===== src/hdl/kcs_pkg.sv =====
// Package with widths, constants and beat types of the Koch subdivision unit.
`timescale 1ns / 1ps
package kcs_pkg;

   // Coordinate and intermediate widths.
   localparam int COORD_W = 32;
   localparam int DIFF_W  = COORD_W + 1;
   localparam int MAG_W   = COORD_W;
   localparam int RECIP_SH = COORD_W + 1;
   localparam int Q_W     = 2 * MAG_W - RECIP_SH;
   localparam int OFF_W   = COORD_W + 2;
   localparam int SUM_W   = COORD_W + 3;
   localparam int APEX_W  = 2 * COORD_W + 1;

   // Reciprocal of three, exact for magnitudes below 2^33 with a 33-bit shift.
   localparam logic [MAG_W-1:0] INV3 = 32'hAAAA_AAAB;

   // sqrt(3)/6 in Q0.32, and the one-half weight of the apex as a shift.
   localparam logic signed [31:0] APEX_K = 32'sd1239850262;
   localparam int HALF_SH = 31;
   localparam int APEX_SH = 32;

   // Rounding addends for the apex: ties go away from zero.
   localparam logic signed [APEX_W-1:0] RND_POS = APEX_W'(64'h0000_0000_8000_0000);
   localparam logic signed [APEX_W-1:0] RND_NEG = APEX_W'(64'h0000_0000_7FFF_FFFF);

   // Point positions within one segment.
   localparam logic [1:0] PT_START      = 2'd0;
   localparam logic [1:0] PT_THIRD      = 2'd1;
   localparam logic [1:0] PT_APEX       = 2'd2;
   localparam logic [1:0] PT_TWO_THIRDS = 2'd3;

   // One segment: start point, direction and closing flag.
   typedef struct packed {
      logic signed [COORD_W-1:0] ax;
      logic signed [COORD_W-1:0] ay;
      logic signed [DIFF_W-1:0]  dx;
      logic signed [DIFF_W-1:0]  dy;
      logic                      last;
   } seg_type;

   // One segment with the offsets of its three derived points.
   typedef struct packed {
      logic signed [COORD_W-1:0] ax;
      logic signed [COORD_W-1:0] ay;
      logic signed [OFF_W-1:0]   x1;
      logic signed [OFF_W-1:0]   x2;
      logic signed [OFF_W-1:0]   x3;
      logic signed [OFF_W-1:0]   y1;
      logic signed [OFF_W-1:0]   y2;
      logic signed [OFF_W-1:0]   y3;
      logic                      last;
   } ofs_type;

endpackage


===== src/hdl/kcs_emit.sv =====
// Point sequencer: sends the four points of each segment through the result register.
`timescale 1ns / 1ps
module kcs_emit import kcs_pkg::*; (
   input  logic                      clock,
   input  logic                      reset,
   input  logic                      in_valid,
   output logic                      in_ready,
   input  ofs_type                   in_ofs,
   output logic                      rsp_valid,
   input  logic                      rsp_ready,
   output logic signed [COORD_W-1:0] rsp_pt_x,
   output logic signed [COORD_W-1:0] rsp_pt_y,
   output logic                      rsp_pt_last
);

   logic                      sv_ff, sv_in;
   ofs_type                   seg_ff;
   logic [1:0]                idx_ff, idx_in;
   logic                      rv_ff, rv_in;
   logic [COORD_W-1:0]        px_ff, px_in, py_ff, py_in;
   logic                      pl_ff, pl_in;
   logic                      out_free, emit, seg_done, in_fire;
   logic signed [OFF_W-1:0]   off_x, off_y;
   logic [SUM_W-1:0]          sum_x, sum_y;

   // Clamp a widened sum to the signed coordinate range.
   function automatic logic [COORD_W-1:0] sat_coord(input logic [SUM_W-1:0] s);
      logic top_ones, top_zeros;
      top_ones  = &s[SUM_W-1:COORD_W-1];
      top_zeros = ~|s[SUM_W-1:COORD_W-1];
      if (top_ones || top_zeros) begin
         return s[COORD_W-1:0];
      end else if (s[SUM_W-1]) begin
         return {1'b1, {(COORD_W-1){1'b0}}};
      end else begin
         return {1'b0, {(COORD_W-1){1'b1}}};
      end
   endfunction

   // Handshakes: one point per cycle while the result register drains.
   assign out_free = !rv_ff || rsp_ready;
   assign emit     = sv_ff && out_free;
   assign seg_done = emit && (idx_ff == PT_TWO_THIRDS);
   assign in_ready = !sv_ff || seg_done;
   assign in_fire  = in_valid && in_ready;

   // Offset of the current point.
   always_comb begin
      case (idx_ff)
         PT_START: begin
            off_x = '0;
            off_y = '0;
         end
         PT_THIRD: begin
            off_x = seg_ff.x1;
            off_y = seg_ff.y1;
         end
         PT_APEX: begin
            off_x = seg_ff.x2;
            off_y = seg_ff.y2;
         end
         PT_TWO_THIRDS: begin
            off_x = seg_ff.x3;
            off_y = seg_ff.y3;
         end
         default: begin
            off_x = '0;
            off_y = '0;
         end
      endcase
      sum_x = SUM_W'(seg_ff.ax) + SUM_W'(off_x);
      sum_y = SUM_W'(seg_ff.ay) + SUM_W'(off_y);
      px_in = sat_coord(sum_x);
      py_in = sat_coord(sum_y);
      pl_in = seg_ff.last && (idx_ff == PT_TWO_THIRDS);
   end

   // Next control state.
   always_comb begin
      if (in_fire) begin
         sv_in = 1'b1;
      end else if (seg_done) begin
         sv_in = 1'b0;
      end else begin
         sv_in = sv_ff;
      end
      if (seg_done) begin
         idx_in = PT_START;
      end else if (emit) begin
         idx_in = idx_ff + 2'd1;
      end else begin
         idx_in = idx_ff;
      end
      if (emit) begin
         rv_in = 1'b1;
      end else if (rsp_ready) begin
         rv_in = 1'b0;
      end else begin
         rv_in = rv_ff;
      end
   end

   // Control registers.
   always_ff @(posedge clock) begin
      if (reset) begin
         sv_ff  <= 1'b0;
         idx_ff <= PT_START;
         rv_ff  <= 1'b0;
      end else begin
         sv_ff  <= sv_in;
         idx_ff <= idx_in;
         rv_ff  <= rv_in;
      end
   end

   // Segment and result payloads.
   always_ff @(posedge clock) begin
      if (in_fire) begin
         seg_ff <= in_ofs;
      end
      if (emit) begin
         px_ff <= px_in;
         py_ff <= py_in;
         pl_ff <= pl_in;
      end
   end

   assign rsp_valid   = rv_ff;
   assign rsp_pt_x    = px_ff;
   assign rsp_pt_y    = py_ff;
   assign rsp_pt_last = pl_ff;

endmodule


===== config.mk =====
export PLATFORM = sky130hd
export DESIGN_NAME = kcs_emit
export DESIGN_NICKNAME = d
export VERILOG_FILES = /design/src/hdl/kcs_pkg.sv /design/src/hdl/kcs_emit.sv
export SDC_FILE = /design/constraint.sdc
export NUM_CORES = 1
export LEC_CHECK = 0
export BUFFER_PORTS_ARGS = -buffer_cell sky130_fd_sc_hd__buf_2
export CORE_AREA = 2 2 176 178
export DETAILED_ROUTE_END_ITERATION = 6
export DIE_AREA = 0 0 178 180
export GPL_ROUTABILITY_DRIVEN = 0
export PLACE_DENSITY = 0.87
export SYNTH_ARGS = -nofsm -noshare
export SYNTH_HDL_FRONTEND = slang
export SYNTH_SLANG_ARGS = --single-unit

===== constraint.sdc =====
create_clock -name clock -period 23.1 [get_ports clock]
set_input_delay 4.62 -clock clock [delete_from_list [all_inputs] [get_ports clock]]
set_output_delay 4.62 -clock clock [all_outputs]
set_load 0.005 [all_outputs]

# Word level (Yosys, flattened, before mapping)
# Index checks and enable logic that the tools add are counted.
totals:
  reg_bits: 338
  input_bits: 273
  output_inout_bits: 67
op_classes:
  add_sub_neg: 3
  n_eq_ne: 3
  n_mux: 10
  n_reduce_logical: 20
ops:
  columns: ["operator", "n"]
  rows:
  - ["$pmux W34 S4", 2]
  - ["$mux W32", 4]
  - ["$add A32 B34 Y35", 2]
  - ["$reduce_and A4 Y1", 2]
  - ["$reduce_or A4 Y1", 2]
  - ["$eq A2 B2 Y1 const B", 2]
  - ["$logic_and A1 B1 Y1", 4]
  - ["$logic_not A1 Y1", 4]
  - ["$logic_or A1 B1 Y1", 4]
  - ["$mux W1", 4]
  - ["$reduce_bool A2 Y1", 2]
  - ["$add A2 B1 Y2 const B", 1]
  - ["$eq A2 B1 Y1 const B", 1]
  - ["$logic_not A2 Y1", 1]
  - ["$reduce_or A2 Y1", 1]

# Depth between registers and ports, before layout
depth:
  depth_word: 7
  ltp_mapped: 19
  mapped_depth_nobuf: 15

# Worst setup path before layout
# Ideal clock, no wire load.
synth_timing:
  path_type: "input -> register"
  from: "input port rsp_ready"
  to: "register seg_ff[0] in the netlist's numbering, enable pin"
  setup_ns: 0.663
  arrival_ns: 11.250
  required_time_ns: 22.437
  setup_slack_ns: 11.187
  stages: 4
  n_path_buf: 0
  path_cell_list: "nand2b_1 > nand2_1 > o21ai_0 > and2_1"
synth_between:
  elab_chain_len: 5
synth_lines:
  columns: ["item", "line_no", "text"]
  rows:
  - ["start: declaration", "kcs_emit.sv:10", "input logic rsp_ready,"]
  - ["$logic_or A1 B1 Y1", "kcs_emit.sv:41", "assign out_free = !rv_ff || rsp_ready;"]
  - ["$logic_and A1 B1 Y1", "kcs_emit.sv:42", "assign emit = sv_ff && out_free;"]
  - ["$logic_and A1 B1 Y1", "kcs_emit.sv:43", "assign seg_done = emit && (idx_ff == PT_TWO_THIRDS);"]
  - ["$logic_or A1 B1 Y1", "kcs_emit.sv:44", "assign in_ready = !sv_ff || seg_done;"]
  - ["via in_ready", "kcs_emit.sv:7", "output logic in_ready,"]
  - ["$logic_and A1 B1 Y1", "kcs_emit.sv:45", "assign in_fire = in_valid && in_ready;"]
  - ["via in_fire", "kcs_emit.sv:22", "logic out_free, emit, seg_done, in_fire;"]
  - ["end signal: assignment", "kcs_emit.sv:119", "seg_ff <= in_ofs;"]
  - ["end: declaration", "kcs_emit.sv:17", "ofs_type seg_ff;"]
# The timed path passes the listed nets, and every way through them passes these cells.
# A chain may end at the register's enable or synchronous reset.

# Final worst setup path
layout_timing:
  from: "input port rsp_ready"
  to: "output port in_ready"
layout_between:
  elab_chain_len: 4
layout_lines:
  columns: ["item", "line_no"]
  rows:
  - ["$logic_or A1 B1 Y1", "kcs_emit.sv:41"]
  - ["$logic_and A1 B1 Y1", "kcs_emit.sv:42"]
  - ["$logic_and A1 B1 Y1", "kcs_emit.sv:43"]
  - ["$logic_or A1 B1 Y1", "kcs_emit.sv:44"]
  - ["end: declaration", "kcs_emit.sv:7"]
# Every way passes these cells.

==> flow_summary.toml <==
[timing]
final_skew_ns = 0.0318
post-route-period-util_pct = 43.8
layout_min_cycle_time_ns = 10.11
maxSlewViolCount = 0
slew-limit-headroom_pct = 16.9
timing_worst_slew_pin_value_ns = 1.25
achievable-frequency_mhz = 98.9
unrepaired_setup_endpoints_after_global_routing = "no"
fin_tns_setup_ns = 0
setup_viol_count_final = 0
report.final.hold_viol_count = 0

[yosys]
synth_top_area_cell = "edfxtp_1"
share_of_the_synthesized_area_in_the_top_cell_type_pct = 63.8
yosysMostFrequentCell = "edfxtp_1"
ys_top_cells_by_area = "edfxtp_1, ha_1, a222oi_1"
cell_count_after_synthesis = 1181
synth_common_cells = "edfxtp_1, nor2_1, nand2_1"
yosys_warnings = 0
count_of_flip_flops_with_a_built_in_enable_after_synthesis = 334
synth_unique_cells = 79
synthesis.area_per_instance_sq_um = 13.3
synth-async-reset-ratio_pct = 0
synth.ff_latch_count = 338
synth_seq_area_share_pct = 64.3
mappedNetlistArea_sq_mm = 0.0157
syn_nets = 1528
synthFlopType = "edfxtp_1"

[min_path]
timing.hold.worst.class = "reg2reg"

[setup_path]
timing.critical_path.mode_cell = "buf_2"
start_kind = "input port"
cp_top_family = "compound AO/OA/AOI/OAI gates"
critPathSlowestCell = "o21ai_0"
path_max_fanout = 4
worst-setup-path-type = "in2out"
cp.buffers_inverters = 2
timing.critical_path.cells = "buf_2, nand2b_1, nand2_1, o21ai_0, buf_2"
worstPathArrival_ns = 5.49
crit_path_max_incr_delay_ns = 0.34
crit_required_ns = 18.48
timing.critical_path.to_type = "primary output"

[status]
status = "complete, but fails checks"
failed_checks = "DRC"

[clock_network]
clock_transition_at_path_regs_ns = 0.07
number_of_levels_the_h_tree_was_split_into = 2
cts_buffer_depth = 3
cts_buffers = 36
cts_resized = 0
cts.hold.buffers_added = 0
cts.sinks = 338
root_buffer = "clkbuf_16"
clock_tree_from_tritoncts = "built"
worst_skew_pair.late_latency_ns = 0.53
cts_setup_buffers = 0

[floorplanning]
die_area_sq_mm = 0.0320
num_rows = 64
die_x_um = 178
top_level_ports = 340
start_util_pct = 52.1
design.core.area_sq_mm = 0.0302
die_height_um = 180

[cells_and_area]
final-instance-count-excl-fill = 1935
finalCoreUtilization_pct = 62.7
syn2layout_area_growth_pct = 20.4
postLayoutCellArea_sq_mm = 0.0189
final_net_count = 1850
share_of_cells_above_drive_strength_1_pct = 28.9

[global_routing]
globalRouteTotalUtil_pct = 23.9
globalRouteOverflowTotal = 0
vias_in_the_first_global_route = 11300
grt_start_max_net_pins = 89
grt_antenna_before_repair = 9
grt_first_pass_wirelength_um = 59400

[run]
maxCapViolCount = 0

[route]
routed_wirelength_um = 39100
drtIter0Drc = 1342
wl_per_cell_um = 20.2
first_pass_iters = 7
drt_drc_violations_left = 2
route.antenna.remaining_nets = 0
routed_via_density = 5.90
routed-via-count = 11400

[pwr]
power.density_mw_per_mm2 = 78.4
max-vdd-ir-drop_v = 0.0000643
power_leakage_nw = 7.24
fin_total_pwr_mw = 1.48

[placed_design]
dpl-instance-area_sq_mm = 0.0177
post-dp-hpwl_um = 27800
dp_cells = 1861
port_buffer_count = 339
layout by cell type (no fill, tap or decap), types with 5 or more instances in the layout:
cell type  netlist  routed
a21o_1           9       9
a21oi_1         72      72
a222oi_1        66      66
a31oi_1         10       9
and2_1           6       5
buf_2           12     339
buf_4            5      11
bufinv_16        0       5
clkbuf_16        0      36
clkinv_1         0       8
clkinv_2         0       7
diode_2          0       9
edfxtp_1       334     334
ha_1            72      68
inv_1           35      34
nand2_1         74      74
nand2b_1         7       7
nand3_1         16      16
nand4_1         15      15
nor2_1         110     110
nor3_1          12      12
o211ai_1        15      15
o21ai_0         39      39
o21ai_1         37      37
o21bai_1         9       9
o22ai_1         23      23
o22ai_2         10      10
xnor2_1         34      34
xor2_1          25      25
metal layers:
metal	routed length, um	track usage [%]
met4	1470	10.2
met2	19600	40.8
met1	14500	28.9
met3	3590	5.71
met5	9	0
state kept, by name (all words and copies together), names as in the netlist:
| name | flops |
|---|---|
| seg_ff | 269 |
| rsp_pt_x | 32 |
| rsp_pt_y | 32 |
| idx_ff | 2 |
| rsp_pt_last | 1 |
| rsp_valid | 1 |
| sv_ff | 1 |
worst paths after layout:
kind | start | end | slack [ns] | depth (start not counted)
max | rsp_ready | in_ready | 12.99 | 5
min reg2reg | sv_ff | rsp_valid | 0.52 | 2
min | sv_ff | rsp_valid | 0.52 | 2
max reg2reg | idx_ff[0] | rsp_pt_y[26] | 17.47 | 15
where the power goes:
group	switching, mW	total, mW	internal, mW
combinational	0.104	0.169	0.0652
clock	0.233	0.577	0.344
sequential	0.0122	0.738	0.725
cell families after synthesis:
| logic type | Yosys count | share of synthesized area, % |
|---|---|---|
| mux | 1 | 0.0637 |
| fa+ha+maj | 74 | 5.99 |
| xor+xnor | 60 | 3.39 |
| buf+inv | 101 | 2.77 |
| compound gates | 344 | 15.9 |
| simple gates | 263 | 7.52 |
| flops | 338 | 64.3 |
worst reg2reg max path: cells and delay by family (launching register included):
| kind | cells | cell delay, ns |
|---|---|---|
| AO/OA/AOI/OAI | 8 | 2.58 |
| adder cells (fa/ha/maj) | 3 | 1.30 |
| buffers and inverters | 2 | 0.66 |
| flip-flops | 1 | 0.41 |
| AND/OR/NAND/NOR | 2 | 0.35 |
metrics by stage:
stage,hold WS (ns),setup WS (ns)
detailed placement,0.457,13.03
floorplan,0.429,11.19
global route,0.551,12.91
finish,0.515,12.99
CTS,0.503,12.99
global placement,0.455,13.12
cell type report:
type | count | area (sq um)
diodes | 9 | 22.5
clock buffers | 40 | 916
clock inverters | 25 | 268
fillers | 2202 | 11300
inverters | 35 | 131
multi-input cells | 742 | 5200
flip-flops and latches | 338 | 10100
well taps | 396 | 495
repair buffers | 350 | 1780
Power figures use the tool's default switching activity.
