**src/hdl/kcs_pkg.sv**
```systemverilog
// Package with widths, constants and beat types of the Koch subdivision unit.
`timescale 1ns / 1ps
package kcs_pkg;

   // Coordinate and intermediate widths.
   localparam int COORD_W = 32;
   localparam int DIFF_W  = COORD_W + 1;
   localparam int MAG_W   = COORD_W;
   localparam int RECIP_SH = COORD_W + 1;
   localparam int Q_W     = 2 * MAG_W - RECIP_SH;
   localparam int OFF_W   = COORD_W + 2;
   localparam int SUM_W   = COORD_W + 3;
   localparam int APEX_W  = 2 * COORD_W + 1;

   // Reciprocal of three, exact for magnitudes below 2^33 with a 33-bit shift.
   localparam logic [MAG_W-1:0] INV3 = 32'hAAAA_AAAB;

   // sqrt(3)/6 in Q0.32, and the one-half weight of the apex as a shift.
   localparam logic signed [31:0] APEX_K = 32'sd1239850262;
   localparam int HALF_SH = 31;
   localparam int APEX_SH = 32;

   // Rounding addends for the apex: ties go away from zero.
   localparam logic signed [APEX_W-1:0] RND_POS = APEX_W'(64'h0000_0000_8000_0000);
   localparam logic signed [APEX_W-1:0] RND_NEG = APEX_W'(64'h0000_0000_7FFF_FFFF);

   // Point positions within one segment.
   localparam logic [1:0] PT_START      = 2'd0;
   localparam logic [1:0] PT_THIRD      = 2'd1;
   localparam logic [1:0] PT_APEX       = 2'd2;
   localparam logic [1:0] PT_TWO_THIRDS = 2'd3;

   // One segment: start point, direction and closing flag.
   typedef struct packed {
      logic signed [COORD_W-1:0] ax;
      logic signed [COORD_W-1:0] ay;
      logic signed [DIFF_W-1:0]  dx;
      logic signed [DIFF_W-1:0]  dy;
      logic                      last;
   } seg_type;

   // One segment with the offsets of its three derived points.
   typedef struct packed {
      logic signed [COORD_W-1:0] ax;
      logic signed [COORD_W-1:0] ay;
      logic signed [OFF_W-1:0]   x1;
      logic signed [OFF_W-1:0]   x2;
      logic signed [OFF_W-1:0]   x3;
      logic signed [OFF_W-1:0]   y1;
      logic signed [OFF_W-1:0]   y2;
      logic signed [OFF_W-1:0]   y3;
      logic                      last;
   } ofs_type;

endpackage

```
**src/hdl/kcs_seg.sv**
```systemverilog
// Vertex intake: keeps the first and previous vertex and forms polygon segments.
`timescale 1ns / 1ps
module kcs_seg import kcs_pkg::*; (
   input  logic                      clock,
   input  logic                      reset,
   input  logic                      req_valid,
   output logic                      req_ready,
   input  logic signed [COORD_W-1:0] req_vert_x,
   input  logic signed [COORD_W-1:0] req_vert_y,
   input  logic                      req_vert_last,
   output logic                      seg_valid,
   input  logic                      seg_ready,
   output seg_type                   seg
);

   logic signed [COORD_W-1:0] first_x_ff, first_y_ff, prev_x_ff, prev_y_ff;
   logic                      have_first_ff, have_first_in;
   logic                      close_ff, close_in;
   logic                      seg_valid_ff, seg_valid_in;
   seg_type                   seg_ff, seg_in;
   logic                      slot_free, req_fire, close_fire, seg_load;
   logic signed [COORD_W-1:0] a_x, a_y, b_x, b_y;

   // Handshake: a closing segment blocks new vertices until it has moved on.
   assign slot_free  = !seg_valid_ff || seg_ready;
   assign req_ready  = !close_ff && slot_free;
   assign req_fire   = req_valid && req_ready;
   assign close_fire = close_ff && slot_free;
   assign seg_load   = close_fire || (req_fire && (have_first_ff || req_vert_last));

   // Segment endpoints and direction.
   always_comb begin
      seg_in = '0;
      if (close_ff) begin
         a_x = prev_x_ff;
         a_y = prev_y_ff;
         b_x = first_x_ff;
         b_y = first_y_ff;
         seg_in.last = 1'b1;
      end else if (have_first_ff) begin
         a_x = prev_x_ff;
         a_y = prev_y_ff;
         b_x = req_vert_x;
         b_y = req_vert_y;
         seg_in.last = 1'b0;
      end else begin
         a_x = req_vert_x;
         a_y = req_vert_y;
         b_x = req_vert_x;
         b_y = req_vert_y;
         seg_in.last = 1'b1;
      end
      seg_in.ax = a_x;
      seg_in.ay = a_y;
      seg_in.dx = DIFF_W'(b_x) - DIFF_W'(a_x);
      seg_in.dy = DIFF_W'(b_y) - DIFF_W'(a_y);
   end

   // Polygon state.
   always_comb begin
      have_first_in = have_first_ff;
      close_in      = close_ff;
      if (close_fire) begin
         close_in = 1'b0;
      end
      if (req_fire) begin
         have_first_in = !req_vert_last;
         close_in      = have_first_ff && req_vert_last;
      end
      if (seg_load) begin
         seg_valid_in = 1'b1;
      end else if (seg_ready) begin
         seg_valid_in = 1'b0;
      end else begin
         seg_valid_in = seg_valid_ff;
      end
   end

   // Control registers.
   always_ff @(posedge clock) begin
      if (reset) begin
         have_first_ff <= 1'b0;
         close_ff      <= 1'b0;
         seg_valid_ff  <= 1'b0;
      end else begin
         have_first_ff <= have_first_in;
         close_ff      <= close_in;
         seg_valid_ff  <= seg_valid_in;
      end
   end

   // Vertex and segment registers.
   always_ff @(posedge clock) begin
      if (req_fire) begin
         prev_x_ff <= req_vert_x;
         prev_y_ff <= req_vert_y;
         if (!have_first_ff) begin
            first_x_ff <= req_vert_x;
            first_y_ff <= req_vert_y;
         end
      end
      if (seg_load) begin
         seg_ff <= seg_in;
      end
   end

   assign seg_valid = seg_valid_ff;
   assign seg       = seg_ff;

endmodule

```
**config.mk**
```make
export PLATFORM = sky130hd
export DESIGN_NAME = kcs_seg
export DESIGN_NICKNAME = d
export VERILOG_FILES = /design/src/hdl/kcs_pkg.sv /design/src/hdl/kcs_seg.sv
export SDC_FILE = /design/constraint.sdc
export NUM_CORES = 1
export LEC_CHECK = 0
export BUFFER_PORTS_ARGS = -buffer_cell sky130_fd_sc_hd__buf_4
export CELL_PAD_IN_SITES_DETAIL_PLACEMENT = 1
export CELL_PAD_IN_SITES_GLOBAL_PLACEMENT = 2
export CORE_AREA = 2 2 212 214
export DETAILED_ROUTE_END_ITERATION = 8
export DIE_AREA = 0 0 214 216
export GPL_TIMING_DRIVEN = 0
export HOLD_SLACK_MARGIN = 0.12
export PLACE_DENSITY_LB_ADDON = 0.1
export SYNTH_ARGS = -nofsm -noshare
export SYNTH_HDL_FRONTEND = slang
export SYNTH_SLANG_ARGS = --single-unit
```
**constraint.sdc**
```tcl
create_clock -name clock -period 11.3 [get_ports clock]
set_input_delay 0.565 -clock clock [delete_from_list [all_inputs] [get_ports clock]]
set_output_delay 0.565 -clock clock [all_outputs]
set_load 0.005 [all_outputs]
```
==> Word level (Yosys, flattened, before mapping) <==
Index checks and enable logic that the tools add are counted.
{ "classes": {"add_sub_neg": 2, "reduce_logical": 14, "bitwise": 1, "n_mux": 11} }
{ "op_table": {"columns": ["op", "count"], "rows": [
  ["2-to-1 mux 32 bit", 6],
  ["subtractor 32 x 32 -> 33 bit", 2],
  ["logical AND 1 bit", 5],
  ["2-to-1 mux 1 bit", 5],
  ["nonzero test 2 bit", 2],
  ["logical NOT 1 bit", 3],
  ["logical OR 1 bit", 3],
  ["AND reduction 2 bit", 1],
  ["inverter 1 bit", 1]
]} }
{ "totals": {"reg_bits": 262, "in_bits": 69, "wordCells": 40} }

==> Depth between registers and ports, before layout <==
Gate-level depths: netlist (run 1).
{ "logic_depth": {"word_depth": 7, "depth_mapped": 14} }

==> Worst setup path before layout (run 1) <==
No wires, ideal clock.
{ "synth_timing": {"path_kind": "register to register", "start": "register close_ff", "end": "register seg_ff (netlist bit seg[0]), enable pin", "setup_slack_ns": 3.448, "path_stages_with_launch": 5, "synth_period_minus_slack_ns": 7.852, "required_ns": 10.635, "path_buffers": 2, "arrival_ns": 7.186, "path_cell_list": "dfxtp_1 -> clkbuf_1 -> clkbuf_1 -> inv_1 -> a21oi_1"} }
{ "synth_via": {"elab_chain_cells": 5} }
{ "synth_rtl": {"columns": ["element", "line", "source"], "rows": [
  ["from (decl)", "kcs_seg.sv:18", "logic close_ff, close_in;"],
  ["from (signal assigned)", "kcs_seg.sv:87", "close_ff <= close_in;"],
  ["logical NOT 1 bit", "kcs_seg.sv:26", "assign req_ready = !close_ff && slot_free;"],
  ["logical AND 1 bit", "kcs_seg.sv:26", null],
  ["logical AND 1 bit", "kcs_seg.sv:27", "assign req_fire = req_valid && req_ready;"],
  ["logical AND 1 bit", "kcs_seg.sv:29", "assign seg_load = close_fire || (req_fire && (have_first_ff || req_vert_last));"],
  ["logical OR 1 bit *", "kcs_seg.sv:29", null],
  ["via seg_load", "kcs_seg.sv:21", "logic slot_free, req_fire, close_fire, seg_load;"],
  ["to (signal assigned)", "kcs_seg.sv:103", "seg_ff <= seg_in;"],
  ["to (decl)", "kcs_seg.sv:20", "seg_type seg_ff, seg_in;"]
]} }
The timed path passes the listed nets; every way through them passes the cells marked *.
A chain may end at the register's enable or synchronous reset.

==> results_dict.tcl, run 1 <==
set metrics [dict create \
    run_status "completed" \
    vias 8569 \
    yosysSeqAreaShare_pct 59.9 \
    area_delta_synth_final_pct 26.3 \
    crit_path_start_kind "register" \
    yosys.cell_count.top_type "edfxtp_1" \
    rows 77 \
    tightestPinTransition_ns 1.02 \
    crit_type "register to register" \
    design.die.area_sq_um 46200 \
    synth_area_leader_cell "edfxtp_1" \
    finalPower_mw 2.79 \
    wl_per_cell_microns 19.5 \
    drv_cap 0 \
    slew_viol_final 0 \
    boundaryPins 202 \
    dpl.hpwl_mm 26.7 \
    syn-instance-count 971 \
    dr.pass1.iters 4 \
    avgSynthCellArea_sq_um 13.5 \
    die_w_microns 214 \
    synth_cell_type_count 64 \
    reg2reg_slack_ns 6.14 \
    max_stage_delay_ns 0.75 \
    cts.sinks 262 \
    gp_congestion 0.767 \
    placed_cells 1773 \
    finClkSkew_ns 0.0109 \
    drive_gt1_share_pct 27.5 \
    crit_family "compound AO/OA/AOI/OAI gates" \
    cts-hold-fix-buffers 0 \
    cts_buffer_depth 3 \
    grt_max_degree 37 \
    grt_util_all_layers_pct 15.5 \
    grt_pass1_wl_mm 55.7 \
    synth_edf_count 259 \
    synth_top_area_share_pct 59.5 \
    layout.cells.non_filler 1828 \
    antenna_left 0 \
    regToRegStartpoint "close_ff" \
    arrival_ns 5.47 \
    timing.final.crit_share_pct 45.7 \
    p_leak_nw 6.72 \
    timing.rr.end "seg[30]" \
    crit_top_cell "clkbuf_1" \
    wl_mm 35.7 \
    hold_viol_final 0 \
    worst_path_max_delay_cell "clkbuf_1" \
    initial_core_util_pct 29.8 \
    max_freq_mhz 194 \
    yosysWarnings 0 \
    reg2regPathDepth 13 \
    first_iter_violations 367 \
    io_buffers 201 \
    slew_headroom_pct 32.0 \
    die_h_microns 216 \
    irDropWorstVdd_uv 121 \
    synth-seq-cells 262 \
    endpoint_kind "register" \
    clk_pin_slew_worst_paths_ns 0.06 \
    synth_ff_type "edfxtp_1" \
    antenna_found_initial 3 \
    grt_pass1_vias 9144 \
    min_to "seg_valid" \
    min_path_type "primary input to register" \
    power_density_nw_per_um2 169 \
    setup_viol 0 \
    rsz0062_at_grt "false" \
    crit_buf_inv 3 \
    coreArea_sq_um 43800 \
    nets 1349 \
    synth_common_cells "edfxtp_1, inv_1, ha_1, mux2_2, mux2i_1" \
    h-tree-depth 1 \
    min_period_ns 5.16 \
    synth_fp_nets 1106 \
    hold_depth 2 \
    cts_tree "done" \
    drc 0 \
    holdCritStartpoint "reset" \
    via_per_inst 4.69 \
    path_cells "clkbuf_1 > clkbuf_1 > clkbuf_1 > mux2_2 > ha_1 > a21o_1 > a31o_1 > o21ai_0 > a211oi_1 > o41ai_2 > o21ai_1 > a21oi_1 > xnor2_1" \
    cts_setup_buffers 0 \
    grt_overflow 0 \
    syn_area_sq_um 13100 \
    cp.required_ns 11.61 \
    ctsResizeCount 0 \
    critPathMaxFanout 10 \
    ctsRootBufferMaster "clkbuf_16" \
    ys_top_cells_by_area "edfxtp_1, ha_1, mux2_2" \
    async_flop_share_pct 0 \
    cts_made_buffers 31 \
    clk_latency_ns 0.57 \
]
[per-layer routing]
metal | vias to the layer above | share of wire [%] | global-route usage (%)
li1 | 4146 | - | -
met1 | 4233 | 47 | 21.2
met2 | 141 | 47 | 25.2
met3 | 45 | 4.2 | 2.88
met4 | 4 | 2.0 | 4.01
met5 | - | 0.059 | 0
[sequential cells by signal, summed over array words and instances (netlist names)]
register       cells
first_y_ff        32
seg_valid          1
prev_x_ff         32
seg              131
have_first_ff      1
first_x_ff        32
prev_y_ff         32
close_ff           1
[report_power, final]
| part | total, mW | switching, mW | internal, mW | leakage, nW |
|---|---|---|---|---|
| sequential | 1.22 | 0.0245 | 1.20 | 2.49 |
| combinational | 0.611 | 0.347 | 0.264 | 3.77 |
| clock | 0.963 | 0.396 | 0.567 | 0.464 |
[metrics by stage]
| stage | cell area, sq um | setup TNS, ns | util, % | worst slack [ns] | hold WS (ns) |
|---|---|---|---|---|---|
| 3_3_place_gp | 15300 | -83.88 | 35.0 | -0.658 | 0.542 |
| 4_1_cts | 16500 | 0 | 37.7 | 5.58 | 0.135 |
| 3_5_place_dp | 15500 | 0 | 35.5 | 5.62 | 0.543 |
| 2_1_floorplan | 13100 | 0 | - | 3.45 | 0.522 |
| 5_1_grt | 16500 | 0 | 37.7 | 5.71 | 0.146 |
| 6_report | 16500 | 0 | 37.7 | 6.14 | 0.178 |
[layout make-up]
class                           count  area [sq um]
Fill cell                        4654         27300
Sequential cell                   262          7840
Multi-Input combinational cell    594          4810
Timing Repair Buffer              210          1710
Clock buffer                       38           802
Tap cell                          592           741
Inverter                           76           285
Buffer                             39           164
Clock inverter                     16           158
Antenna cell                        1          2.50
[worst max path at each step]
stage                              from       to  cells after the start
after floorplan                close_ff   seg[0]                      4
after global placement         close_ff  seg[98]                      4
after detailed placement  have_first_ff  seg[64]                     13
after CTS                 have_first_ff  seg[64]                     13
after global routing      have_first_ff  seg[64]                     13
final                          close_ff  seg[30]                     13
[kinds of logic (layout without fill, tap and decap cells)]
logic type / Yosys count / count (layout) / synth area share, %
other: 0 / 1 / 0
XOR/XNOR: 55 / 55 / 3.68
multiplexers: 129 / 129 / 10.5
AND/OR/NAND/NOR: 143 / 143 / 5.21
flip-flops: 262 / 262 / 59.9
adder cells (fa/ha/maj): 66 / 66 / 6.43
buffers and inverters: 115 / 379 / 3.44
AO/OA/AOI/OAI: 201 / 201 / 10.8
[cell usage in the layout (no fill, tap or decap), types with 29 or more instances in the layout]
| cell type | instances |
|---|---|
| inv_1 | 76 |
| ha_1 | 64 |
| o21ai_0 | 29 |
| mux2i_1 | 64 |
| edfxtp_1 | 259 |
| clkbuf_16 | 31 |
| nand2_1 | 43 |
| a21oi_1 | 52 |
| nor2_1 | 37 |
| mux2_2 | 64 |
| a21o_1 | 33 |
| xnor2_1 | 33 |
| clkbuf_1 | 43 |
| buf_4 | 201 |
No activity file was read; power rests on OpenSTA's default activity.
==> inputs of run 2 (changes only) <==
==> constraint.sdc (replaced) <==
create_clock -name clock -period 4.46 [get_ports clock]
set_input_delay 0.223 -clock clock [delete_from_list [all_inputs] [get_ports clock]]
set_output_delay 0.223 -clock clock [all_outputs]
set_load 0.005 [all_outputs]
==> results_dict.tcl, run 2 (synthesis results as in run 1) <==
set metrics [dict create \
    drc 0 \
    wl_per_cell_microns 19.1 \
    regToRegStartpoint "close_ff" \
    antenna_found_initial 0 \
    placed_cells 1772 \
    endpoint_kind "register" \
    via_per_inst 4.64 \
    dr.pass1.iters 7 \
    cts_made_buffers 31 \
    maxUsedRoutingLayer "met4" \
    rsz0062_at_grt "false" \
    cp.required_ns 4.75 \
    dr_wl_met3_mm 1.30 \
    rows 77 \
    grt_overflow 0 \
    coreArea_sq_um 43800 \
    clk_latency_ns 0.59 \
    grt_pass1_wl_mm 56.0 \
    worstSetupStartpoint "close_ff" \
    cts_buffer_depth 3 \
    arrival_ns 4.44 \
    min_path_type "primary input to register" \
    antenna_left 0 \
    irDropWorstVdd_uv 220 \
    finClkSkew_ns 0.0285 \
    slew_headroom_pct 52.8 \
    met1_length_mm 17.2 \
    p_leak_nw 7.11 \
    holdCritStartpoint "reset" \
    finalSetupTns_ns 0 \
    nets 1420 \
    wl_mm 36.3 \
    final_common_cell "edfxtp_1" \
    gp_congestion 0.744 \
    layout.cells.non_filler 1900 \
    grt_pass1_vias 9334 \
    area_delta_synth_final_pct 32.7 \
    finalPower_mw 7.30 \
    drv_cap 0 \
    layout_common_cells "edfxtp_1, buf_4, inv_1" \
    slew_viol_final 0 \
    dpl.hpwl_mm 26.3 \
    wl_met2_mm 17.2 \
    grt_max_degree 48 \
    cts_tree "done" \
    clk_pin_slew_worst_paths_ns 0.06 \
    die_h_microns 216 \
    ctsRootBufferMaster "clkbuf_16" \
    setup_viol 0 \
    grt_util_all_layers_pct 15.5 \
    hold_viol_final 0 \
    crit_type "register to register" \
    max_freq_mhz 241 \
    initial_core_util_pct 29.8 \
    largest_register_ffs 131 \
    drive_gt1_share_pct 27.7 \
    run_status "completed" \
    insertedDiodeCount 0 \
    crit_path_start_kind "register" \
    timing.final.crit_share_pct 93.0 \
    power_density_nw_per_um2 421 \
    tightestPinTransition_ns 0.708 \
    io_buffers 201 \
    min_period_ns 4.15 \
    die_w_microns 214 \
    h-tree-depth 1 \
    first_iter_violations 369 \
    vias 8815 \
    critPathMaxFanout 10 \
    boundaryPins 202 \
    design.die.area_sq_um 46200 \
    cts.sinks 262 \
]
run 2: critical path: stages (launching register included):
cell and delay (ns):
dfxtp_1 0.31, clkbuf_1 0.24, clkbuf_4 0.33, clkbuf_4 0.31, mux2_2 0.37, ha_1 0.36, a21o_1 0.23, a31o_1 0.20
o21ai_1 0.35, a211o_1 0.19, nand3_1 0.20, a31oi_2 0.39, o21ai_0 0.18, xor2_1 0.17
run 2: power breakdown:
| part | switching, mW | leakage (nW) | internal, mW |
|---|---|---|---|
| logic | 0.900 | 4.12 | 0.713 |
| registers | 0.0631 | 2.49 | 3.03 |
| clock network | 1.05 | 0.494 | 1.55 |
run 2: final cells by class:
| cell class | instances | area, sq um |
|---|---|---|
| multi-input cells | 594 | 4870 |
| inverters | 76 | 285 |
| well taps | 592 | 741 |
| repair buffers | 281 | 2400 |
| clock inverters | 23 | 244 |
| fillers | 4636 | 26500 |
| clock buffers | 33 | 783 |
| plain buffers | 39 | 186 |
| flip-flops and latches | 262 | 7840 |
run 2: metal layers:
| metal | track usage, % | vias to the layer above |
|---|---|---|
| li1 | - | 4289 |
| met3 | 2.35 | 44 |
| met5 | 0 | - |
| met2 | 25.8 | 148 |
| met4 | 3.94 | 0 |
| met1 | 21.2 | 4334 |
run 2: stage by stage:
stage	area, sq um	utilization (%)	setup WS [ns]	hold WS (ns)
after floorplan	13100	-	0.558	0.292
after global placement	15300	35.0	-1.91	0.409
after detailed placement	15500	35.4	-1.12	0.411
after CTS	17300	39.4	0.0749	0.337
after global routing	17400	39.6	0.00586	0.362
final	17400	39.6	0.310	0.365
run 2: final timing paths:
path,cells after the start,to,slack (ns)
setup reg to reg,13,seg[28],0.31
setup / recovery,13,seg[28],0.31
hold reg to reg,2,seg[85],0.56
hold / removal,3,have_first_ff,0.37
run 2: what timing repair did:
action,in CTS,in global routing
setup endpoints to repair,50,13
setup buffers,2,0
endpoints found under the hold margin,195,0
pin swaps,1,0
resized for setup,17,12
hold buffers,70,0
